<file path="config.mk">
export PLATFORM = sky130hd
export DESIGN_NAME = timer_divider_factor_solver_unit
export DESIGN_NICKNAME = d
export VERILOG_FILES = /design/src/rtl/tdfs_pkg.sv /design/src/rtl/tdfs_div.sv /design/src/rtl/timer_divider_factor_solver_unit.sv
export SDC_FILE = /design/constraint.sdc
export NUM_CORES = 2
export LEC_CHECK = 0
export BUFFER_PORTS_ARGS = -buffer_cell sky130_fd_sc_hd__buf_2
export CAP_MARGIN = 20
export CORE_ASPECT_RATIO = 0.75
export CORE_MARGIN = 4
export CORE_UTILIZATION = 46
export CTS_BUF_LIST = sky130_fd_sc_hd__clkbuf_8
export DETAILED_ROUTE_END_ITERATION = 12
export PLACE_DENSITY = 0.62
export RECOVER_POWER = 50
export SLEW_MARGIN = 40
export SYNTH_ARGS = -nofsm -noshare
export SYNTH_HDL_FRONTEND = slang
export SYNTH_SLANG_ARGS = --single-unit
</file>
<file path="constraint.sdc">
create_clock -name clk -period 8.88 [get_ports clk]
set_input_delay 1.776 -clock clk [delete_from_list [all_inputs] [get_ports clk]]
set_output_delay 1.776 -clock clk [all_outputs]
set_load 0.01 [all_outputs]
</file>
<file path="src/rtl/tdfs_pkg.sv">
package tdfs_pkg;

	// Width of the clock ratio, the target and the prescaler.
	localparam int unsigned DATA_W = 30;
	// Width of the timer period field.
	localparam int unsigned PER_W = 16;
	// Width of the trial divisor; it never passes sqrt(2^30) = 32768.
	localparam int unsigned TRIAL_W = 16;
	localparam int unsigned STATUS_W = 2;

	localparam logic [PER_W-1:0] PERIOD_LIMIT = 16'hFFFF;
	localparam logic [DATA_W-1:0] MIN_RATIO = 30'd2;

	localparam logic [STATUS_W-1:0] STATUS_OK = 2'd0;
	localparam logic [STATUS_W-1:0] STATUS_LOW_RATIO = 2'd1;
	localparam logic [STATUS_W-1:0] STATUS_ZERO_TARGET = 2'd2;

	localparam logic [DATA_W-1:0] SYS_CLOCK_RESET = 30'd72000000;

	// Byte address 4 * index of the only register.
	localparam logic [0:0] REG_SYS_CLOCK = 1'b0;

endpackage

</file>
<file path="src/rtl/tdfs_div.sv">
module tdfs_div import tdfs_pkg::*; (
	input  logic              clk,
	input  logic              arst_n,
	input  logic              start,
	input  logic [DATA_W-1:0] dividend,
	input  logic [DATA_W-1:0] divisor,
	output logic              done,
	output logic [DATA_W-1:0] quotient,
	output logic [DATA_W-1:0] remainder
);

	localparam int unsigned CNT_W = $clog2(DATA_W);
	localparam logic [CNT_W-1:0] LAST_STEP = CNT_W'(DATA_W - 1);

	logic              busy_q;
	logic              done_q;
	logic [CNT_W-1:0]  cnt_q;
	logic [DATA_W-1:0] rem_q;
	logic [DATA_W-1:0] quo_q;
	logic [DATA_W-1:0] dvs_q;

	logic [DATA_W:0] trial;
	logic [DATA_W:0] diff;
	logic            fits;

	// Restoring division, one quotient bit per cycle.
	assign trial = {rem_q, quo_q[DATA_W-1]};
	assign diff  = trial - {1'b0, dvs_q};
	assign fits  = trial >= {1'b0, dvs_q};

	always_ff @(posedge clk or negedge arst_n) begin
		if (!arst_n) begin
			busy_q <= 1'b0;
			done_q <= 1'b0;
			cnt_q  <= '0;
		end else if (start) begin
			busy_q <= 1'b1;
			done_q <= 1'b0;
			cnt_q  <= '0;
		end else begin
			done_q <= busy_q && (cnt_q == LAST_STEP);
			if (busy_q) begin
				cnt_q <= cnt_q + 1'b1;
				if (cnt_q == LAST_STEP) begin
					busy_q <= 1'b0;
				end
			end
		end
	end

	always_ff @(posedge clk) begin
		if (start) begin
			rem_q <= '0;
			quo_q <= dividend;
			dvs_q <= divisor;
		end else if (busy_q) begin
			if (fits) begin
				rem_q <= diff[DATA_W-1:0];
				quo_q <= {quo_q[DATA_W-2:0], 1'b1};
			end else begin
				rem_q <= trial[DATA_W-1:0];
				quo_q <= {quo_q[DATA_W-2:0], 1'b0};
			end
		end
	end

	assign done      = done_q;
	assign quotient  = quo_q;
	assign remainder = rem_q;

endmodule

</file>
<file path="src/rtl/timer_divider_factor_solver_unit.sv">
// Timer divider factor solver. For each target frequency item the block
// forms q = sys_clock_hz / target_freq and returns a prescaler and a period
// whose product divides q, with the period below 0xFFFF; a zero target gives
// status 2 and a ratio below two gives status 1, both with zero fields. All
// divisions run through one shared 30-bit restoring divider that retires
// one quotient bit a cycle. Seen from the sequencer a division goes through
// these steps: the request is registered, the divider loads it, runs 30 bit
// steps, and raises its done flag. Each trial divisor costs one division
// plus the S_SQ and S_CMP bookkeeping states, and each prescaler update
// costs about the same. A largest-prime search tries divisors up to the
// square root of its operand, at most about 32767 of them.
// The block takes one item at a time: in_stall is high from acceptance until
// the result is moved into the output register, which may still hold the
// previous result while the next item is accepted. sys_clock_hz is written at
// byte address 0 of the APB port and resets to 72000000.
module timer_divider_factor_solver_unit import tdfs_pkg::*; (
	input  logic                clk,
	input  logic                arst_n,
	// Configuration port.
	input  logic                psel,
	input  logic                penable,
	input  logic                pwrite,
	input  logic [2:0]          paddr,
	input  logic [31:0]         pwdata,
	output logic [31:0]         prdata,
	output logic                pready,
	// Input item channel.
	input  logic                in_valid,
	output logic                in_stall,
	input  logic [DATA_W-1:0]   target_freq,
	// Result item channel.
	output logic                out_valid,
	input  logic                out_stall,
	output logic [PER_W-1:0]    period,
	output logic [DATA_W-1:0]   prescaler,
	output logic [STATUS_W-1:0] status
);

	localparam logic [2:0] S_IDLE = 3'd0;
	localparam logic [2:0] S_QDIV = 3'd1;
	localparam logic [2:0] S_SQ   = 3'd2;
	localparam logic [2:0] S_CMP  = 3'd3;
	localparam logic [2:0] S_TDIV = 3'd4;
	localparam logic [2:0] S_MUL  = 3'd5;
	localparam logic [2:0] S_PDIV = 3'd6;
	localparam logic [2:0] S_FIN  = 3'd7;

	logic [2:0] state_q;

	logic [DATA_W-1:0] sys_clock_q;

	// Solver registers.
	logic [DATA_W-1:0]   ratio_q;   // q
	logic [DATA_W-1:0]   num_q;     // operand of the current prime search
	logic [TRIAL_W-1:0]  trial_q;   // current trial divisor
	logic [2*TRIAL_W-1:0] sq_q;     // trial divisor squared
	logic [DATA_W-1:0]   pre_q;     // prescaler so far
	logic [DATA_W-1:0]   prod_q;    // prescaler times new prime factor
	logic                first_q;   // searching the factor of q itself

	logic [PER_W-1:0]    res_per_q;
	logic [DATA_W-1:0]   res_pre_q;
	logic [STATUS_W-1:0] res_st_q;

	logic [PER_W-1:0]    period_q;
	logic [DATA_W-1:0]   prescaler_q;
	logic [STATUS_W-1:0] status_q;
	logic                out_valid_q;

	// Divider request, registered so the divider sees stable operands.
	logic              div_go_q;
	logic [DATA_W-1:0] div_a_q;
	logic [DATA_W-1:0] div_b_q;
	logic              div_done;
	logic [DATA_W-1:0] div_quo;
	logic [DATA_W-1:0] div_rem;

	logic                 in_take;
	logic                 out_free;
	logic                 cfg_write;
	logic [2*DATA_W-1:0]  prod_full;

	tdfs_div u_div (
		.clk       (clk),
		.arst_n    (arst_n),
		.start     (div_go_q),
		.dividend  (div_a_q),
		.divisor   (div_b_q),
		.done      (div_done),
		.quotient  (div_quo),
		.remainder (div_rem)
	);

	// Configuration register. Reads return the clock value at address 0.
	assign pready    = 1'b1;
	assign cfg_write = psel && penable && pwrite && (paddr[2] == REG_SYS_CLOCK);
	assign prdata    = (paddr[2] == REG_SYS_CLOCK) ? {2'b00, sys_clock_q} : 32'd0;

	always_ff @(posedge clk or negedge arst_n) begin
		if (!arst_n) begin
			sys_clock_q <= SYS_CLOCK_RESET;
		end else if (cfg_write) begin
			sys_clock_q <= pwdata[DATA_W-1:0];
		end
	end

	assign in_stall  = (state_q != S_IDLE);
	assign in_take   = in_valid && !in_stall;
	assign out_free  = !out_valid_q || !out_stall;
	assign prod_full = pre_q * num_q;

	// Sequencer. Each prime search walks the trial divisor upward, dividing
	// out every factor it finds; whatever remains when the square of the
	// divisor passes the operand is its largest prime factor.
	always_ff @(posedge clk or negedge arst_n) begin
		if (!arst_n) begin
			state_q  <= S_IDLE;
			div_go_q <= 1'b0;
		end else begin
			div_go_q <= 1'b0;
			case (state_q)
				S_IDLE: begin
					if (in_take) begin
						if (target_freq == '0) begin
							state_q <= S_FIN;
						end else begin
							div_go_q <= 1'b1;
							state_q  <= S_QDIV;
						end
					end
				end
				S_QDIV: begin
					if (div_done) begin
						state_q <= (div_quo < MIN_RATIO) ? S_FIN : S_SQ;
					end
				end
				S_SQ: begin
					state_q <= S_CMP;
				end
				S_CMP: begin
					if (sq_q <= {2'b00, num_q}) begin
						div_go_q <= 1'b1;
						state_q  <= S_TDIV;
					end else if (first_q) begin
						div_go_q <= 1'b1;
						state_q  <= S_PDIV;
					end else begin
						state_q <= S_MUL;
					end
				end
				S_TDIV: begin
					if (div_done) begin
						state_q <= S_SQ;
					end
				end
				S_MUL: begin
					div_go_q <= 1'b1;
					state_q  <= S_PDIV;
				end
				S_PDIV: begin
					if (div_done) begin
						state_q <= (div_quo >= {14'd0, PERIOD_LIMIT}) ? S_SQ : S_FIN;
					end
				end
				S_FIN: begin
					if (out_free) begin
						state_q <= S_IDLE;
					end
				end
				default: begin
					state_q <= S_IDLE;
				end
			endcase
		end
	end

	// Datapath registers of the sequencer.
	always_ff @(posedge clk) begin
		case (state_q)
			S_IDLE: begin
				div_a_q   <= sys_clock_q;
				div_b_q   <= target_freq;
				res_per_q <= '0;
				res_pre_q <= '0;
				res_st_q  <= STATUS_ZERO_TARGET;
			end
			S_QDIV: begin
				ratio_q  <= div_quo;
				num_q    <= div_quo;
				trial_q  <= TRIAL_W'(2);
				first_q  <= 1'b1;
				res_st_q <= STATUS_LOW_RATIO;
			end
			S_SQ: begin
				sq_q    <= trial_q * trial_q;
				div_a_q <= num_q;
				div_b_q <= {{(DATA_W-TRIAL_W){1'b0}}, trial_q};
			end
			S_CMP: begin
				prod_q <= prod_full[DATA_W-1:0];
				if (sq_q > {2'b00, num_q} && first_q) begin
					pre_q   <= num_q;
					div_a_q <= ratio_q;
					div_b_q <= num_q;
				end
			end
			S_TDIV: begin
				if (div_done) begin
					if (div_rem == '0) begin
						num_q <= div_quo;
					end else begin
						trial_q <= trial_q + 1'b1;
					end
				end
			end
			S_MUL: begin
				pre_q   <= prod_q;
				div_a_q <= ratio_q;
				div_b_q <= prod_q;
			end
			S_PDIV: begin
				if (div_done) begin
					num_q     <= div_quo;
					trial_q   <= TRIAL_W'(2);
					first_q   <= 1'b0;
					res_per_q <= div_quo[PER_W-1:0];
					res_pre_q <= pre_q;
					res_st_q  <= STATUS_OK;
				end
			end
			default: begin
			end
		endcase
	end

	// Output register.
	always_ff @(posedge clk or negedge arst_n) begin
		if (!arst_n) begin
			out_valid_q <= 1'b0;
		end else if (state_q == S_FIN && out_free) begin
			out_valid_q <= 1'b1;
		end else if (!out_stall) begin
			out_valid_q <= 1'b0;
		end
	end

	always_ff @(posedge clk) begin
		if (state_q == S_FIN && out_free) begin
			period_q    <= res_per_q;
			prescaler_q <= res_pre_q;
			status_q    <= res_st_q;
		end
	end

	assign out_valid = out_valid_q;
	assign period    = period_q;
	assign prescaler = prescaler_q;
	assign status    = status_q;

endmodule
</file>
Yosys cells after proc, flatten, opt, wreduce, memory -nomap -nowiden

Index checks and enable logic that the tools add are counted.

Bits in registers: 457
Output and inout bits: 83
Word-level logic and storage cells: 133

Add/subtract/negate cells: 3
$mul: 2
$lt $le $gt $ge: 5
Eq/ne operators: 17
Mux-type cells: 50
Bitwise gates (word level): 1
Reduce and logical (&&, ||, !) cells: 30

Operator list:

| operator              | number |
|---|---|
| $mux 30               | 10 |
| $pmux 30 s4           | 2 |
| $pmux 30 s2           | 2 |
| $pmux 30 s3           | 1 |
| $mux 16               | 4 |
| $logic_not 30->1      | 2 |
| $pmux 16 s3           | 1 |
| $gt 32x30->1          | 1 |
| $le 32x30->1          | 1 |
| $mul 16x16->32        | 1 |
| $pmux 16 s2           | 1 |
| $ge 31x30->1          | 1 |
| $ge 30x16->1 const B  | 1 |
| $lt 30x2->1 const B   | 1 |
| $mul 30x30->30        | 1 |
| $sub 30x30->30        | 1 |
| $mux 3                | 8 |
| $pmux 3 s8            | 1 |
| $add 16x1->16 const B | 1 |
| $eq 3x3->1 const B    | 4 |
| $mux 1                | 12 |
| $mux 5                | 2 |
| $ne 2x2->1 const B    | 5 |
| $reduce_and 2->1      | 5 |
| other kinds (19)      | 39 |

Depth between registers and ports, before layout

Depth in word-level cells: 5
Gate-level depth with buffers: 28

Hierarchy

From an unflattened synthesis, not the netlist that was laid out.

Cells, all modules: 4002
Area, all modules: 41666.2 um^2

By module, submodules not included:

| module                           | times used | cells an instance | area each (um^2) | sequential area each (um^2) |
|---|---|---|---|---|
| timer_divider_factor_solver_unit | 1          | 3445              | 35995.8          | 10613.9 |
| tdfs_div                         | 1          | 557               | 5670.4           | 2577.5 |

Least setup slack after synthesis

OpenSTA, ideal clock, no wires.

Path kind: flip-flop to flip-flop
From: register pre_q[11]
To: register prod_q[28], data pin
Setup time: 0.265 ns
Arrival: 6.721 ns
Required time: 8.615 ns
Slack: 1.894 ns
Cell stages (with the launch flop): 24
Buffers on the path: 2
Path through: edfxtp_1 clkbuf_1 clkbuf_1 and2_1 fa_1 fa_1 fa_1 inv_1 fa_1 inv_1 fa_1 fa_1 fa_1 inv_1 fa_1 inv_1 ha_1 a21o_1 a21o_1 or3_1 a31o_2 a31oi_1 o21ai_0 xor2_1

Word-level cells in the longest chain between the ends: 1

Ends and longest elaborated chain:

| element                 | RTL line                                | RTL |
|---|---|---|
| from (decl)             | timer_divider_factor_solver_unit.sv:57  | `logic [DATA_W-1:0] pre_q;` |
| from (signal assigned)  | timer_divider_factor_solver_unit.sv:202 | `pre_q <= num_q;` |
| from (signal assigned)  | timer_divider_factor_solver_unit.sv:217 | `pre_q <= prod_q;` |
| $mul 30x30->30          | timer_divider_factor_solver_unit.sv:110 | `assign prod_full = pre_q * num_q;` |
| named net prod_full[28] | timer_divider_factor_solver_unit.sv:81  | `logic [2*DATA_W-1:0] prod_full;` |
| to (signal assigned)    | timer_divider_factor_solver_unit.sv:200 | `prod_q <= prod_full[DATA_W-1:0];` |
| to (decl)               | timer_divider_factor_solver_unit.sv:58  | `logic [DATA_W-1:0] prod_q;` |

The timed path passes the listed nets, and every way through them passes these cells.
A chain may end at the register's enable or synchronous reset.

Final worst setup path

From: register pre_q[15]
To: register prod_q[29], data pin

The elaborated chain is that of the path after synthesis.

==> metrics.md <==
| Metric | Value |
|---|---|
| Crit. End Element | register |
| DRT iter0 DRCs | 2535 |
| Final min period | roughly 7.8 ns |
| Register area share after synthesis | 0.320 |
| Synth area leader | edfxtp_1 |
| DR WL met2 | just under 50000 µm |
| CTS tree | done |
| Cell count after synthesis | 3943 |
| Core area | 88300 µm² |
| Area of the mapped netlist | 41200 µm² |
| Initial antenna violation count | 14 |
| Origin of the worst min-delay path | div_b_q[18] |
| Final global-route overflow total | 0 |
| Post-CTS Hold Buffers | 0 |
| Worst Tran Pin Value | 3.70 ns |
| Max layer used | met5 |
| Most used DFF post-synth | edfxtp_1 |
| Vias in the first global route | between 20000 and 30000 |
| Area growth, synth to finish | 9.45% |
| Most common cell after layout, fill and taps aside | inv_1 |
| Yosys warns | 0 |
| Hold/Removal Path Class | register to register |
| CTS Buffer Depth | 3 |
| Final ANT Viol Nets | 0 |
| Final nets | approximately 5000 |
| Worst-Skew Late Latency | 0.68 ns |
| Critical path class | register to register |
| Post-synth EDFFs | approximately 380 |
| Number of CTS-inserted buffers | 76 |
| CTS clock-pin slew for the worst setup and hold paths | about 0.07 ns |
| I/O Pins | 155 |
| Routed vias/inst | 5.42 |
| Post-synthesis cell type count | 73 |
| Fmax | between 0.1 and 0.15 GHz |
| Dpl cells | ~5200 |
| Ys async rst share | 0.0921 |
| Met3 WL post-DR | 11700 µm |
| Setup violations, final | 0 |
| CTS root buf | clkbuf_8 |
| TritonRoute pass-1 iters | 5 |
| Total track usage | 0.250 |
| Total Wirelength | about 120000 µm |
| Critical R2R Launch | pre_q[15] |
| Non-Filler Instances | 5351 |
| Failing checks | max-capacitance violations, max-slew violations |
| Setup WS post-layout | 1.07 ns |
| R2R Path End | prod_q[29] |
| Yosys top cell area share | 0.280 |
| WHS Path Cells | 0 |
| Avg Cell Area, Syn | 10.5 µm² |
| Die area | 94500 µm² |
| WL/cell | 21.8 µm |
| Skew final | 0.0532 ns |
| Status | complete, but fails checks |
| Worst reg-to-reg path cell count | 20 |
| M1 wire length | around 52000 µm |
| Via count | around 29000 |
| Sum of negative setup slack | 0 ns |
| PortBufs | between 100 and 150 |
| Share of cells above drive strength 1 | 0.105 |
| Synth top area cells | edfxtp_1 (28%), fa_1 (25%), ha_1 (8.4%), inv_1 (6.0%), and2_1 (4.8%) |
| Routability Congestion | 0.919 |
| Initial Utilization | 0.467 |
| Commonest cells after routing, fill and taps aside | inv_1 (692), fa_1 (518), nand2_1 (451), edfxtp_1 (384), and2_1 (313) |
| Largest net degree at the start of global routing | just over 70 |
| FP Rows | 94 |
| First-pass GRT wire length | 179000 µm |
| Setup Buffers After CTS | 0 |
| CP startpoint kind | register |
| R2R setup slack | 1.07 ns |
| CTS sink count | 456 |
| WP data required | ~9.2 ns |
| # DRC | 0 |
| Die W | 354 µm |
| Resized cells post-CTS | 0 |
| DP HPWL | 89800 µm |
| WHS Endpoint | u_div.dvs_q[18] |
| Post-place setup slack | 1.08 ns |
| H-tree depth | 3 |
| Final hold viol count | 0 |
| Critical Path Fanout Max | 10 |
| RSZ-0062 raised after global routing | no |
| Critical path arrival | 8.17 ns |
| Final worst path period share | 0.879 |
| Flops & latches, synth | 456 |
| Max_cap viols | 9 |
| Height of the chip | 267 µm |
| Max_slew headroom | -1.47 |
| Pins Over Slew Limit | approximately 420 |
[how the worst max path moves through the flow]
| stage | from | endpoint | slack [ns] | depth (start not counted) |
|---|---|---|---|---|
| floorplan | pre_q[11] | prod_q[28] | 1.89 | 23 |
| global placement | pre_q[7] | prod_q[29] | 1.00 | 23 |
| detailed placement | num_q[6] | prod_q[29] | 1.08 | 23 |
| CTS | num_q[3] | prod_q[29] | 1.02 | 20 |
| global route | num_q[5] | prod_q[29] | 0.76 | 24 |
| finish | pre_q[15] | prod_q[29] | 1.07 | 20 |
[sequential cells by signal, summed over array words and instances (netlist names), 30 cells and up]
register / flops
res_pre_q: 30
div_b_q: 30
ratio_q: 30
u_div.dvs_q: 30
prescaler: 30
u_div.remainder: 30
u_div.quotient: 30
sq_q: 31
prod_q: 30
num_q: 30
div_a_q: 30
pre_q: 30
sys_clock_q: 30
[cell usage after synthesis, drive strengths merged, types with 15 or more instances]
library cell,instances
a211oi,35
a21o,40
a21oi,81
a221oi,21
a22oi,30
a31oi,33
and2,317
and3,56
buf,18
clkbuf,170
dfrtp,35
dfxtp,30
edfxtp,384
fa,518
ha,276
inv,665
mux2,61
mux2i,27
nand2,452
nand3,22
nand4,25
nor2,148
nor2b,46
nor3,29
nor4,22
o211ai,15
o21a,24
o21ai,94
o21bai,15
xnor2,117
xor2,29
[metal layers]
| metal | vias up | global-route usage |
|---|---|---|
| met5 | - | 0 |
| met4 | 10 | 0.0796 |
| met3 | 198 | 0.0722 |
| met2 | 1254 | 0.362 |
| met1 | 14457 | 0.363 |
| li1 | 13063 | - |
[cells by family after synthesis]
| kind of cell | synth area share |
|---|---|
| simple gates | 0.138 |
| other cells | 0.000182 |
| fa+ha+maj | 0.335 |
| buf+inv | 0.0784 |
| compound gates | 0.0734 |
| flops | 0.320 |
| xor+xnor | 0.0310 |
| mux | 0.0232 |
[critical path: stages (launching register included)]
cell and delay (ns):
edfxtp_1 0.72, and2_1 0.33, fa_1 0.56, fa_1 0.45, fa_1 0.54, inv_1 0.07
fa_1 0.53, inv_1 0.05, fa_1 0.51, fa_1 0.47, fa_1 0.56, inv_1 0.06
fa_1 0.54, inv_1 0.05, ha_1 0.40, a21o_1 0.20, a211o_1 0.28, o221ai_1 0.24
a21oi_1 0.20, a221oi_1 0.61, xnor2_1 0.16
[area by class of cell]
type / instances / area, µm²
antenna: 5 / 12.5
clock inverter: 60 / 408
inverter: 666 / 2500
timing repair buffer: 250 / 1530
clock buffer: 80 / 1100
tap: 1200 / 1500
fill: 8023 / 43200
sequential: 456 / 13200
multi-input combinational: 2634 / 24900
[through the flow]
step	util	cell area, µm²	hold slack (ns)
finish	0.511	45100	0.403
global route	0.511	45100	0.405
CTS	0.511	45100	0.392
detailed placement	0.494	43600	0.405
global placement	0.492	43500	0.402
floorplan	-	41200	0.400
Power is not shown: default switching activity piles up to over one toggle a cycle in this logic, so the estimate is an artifact.
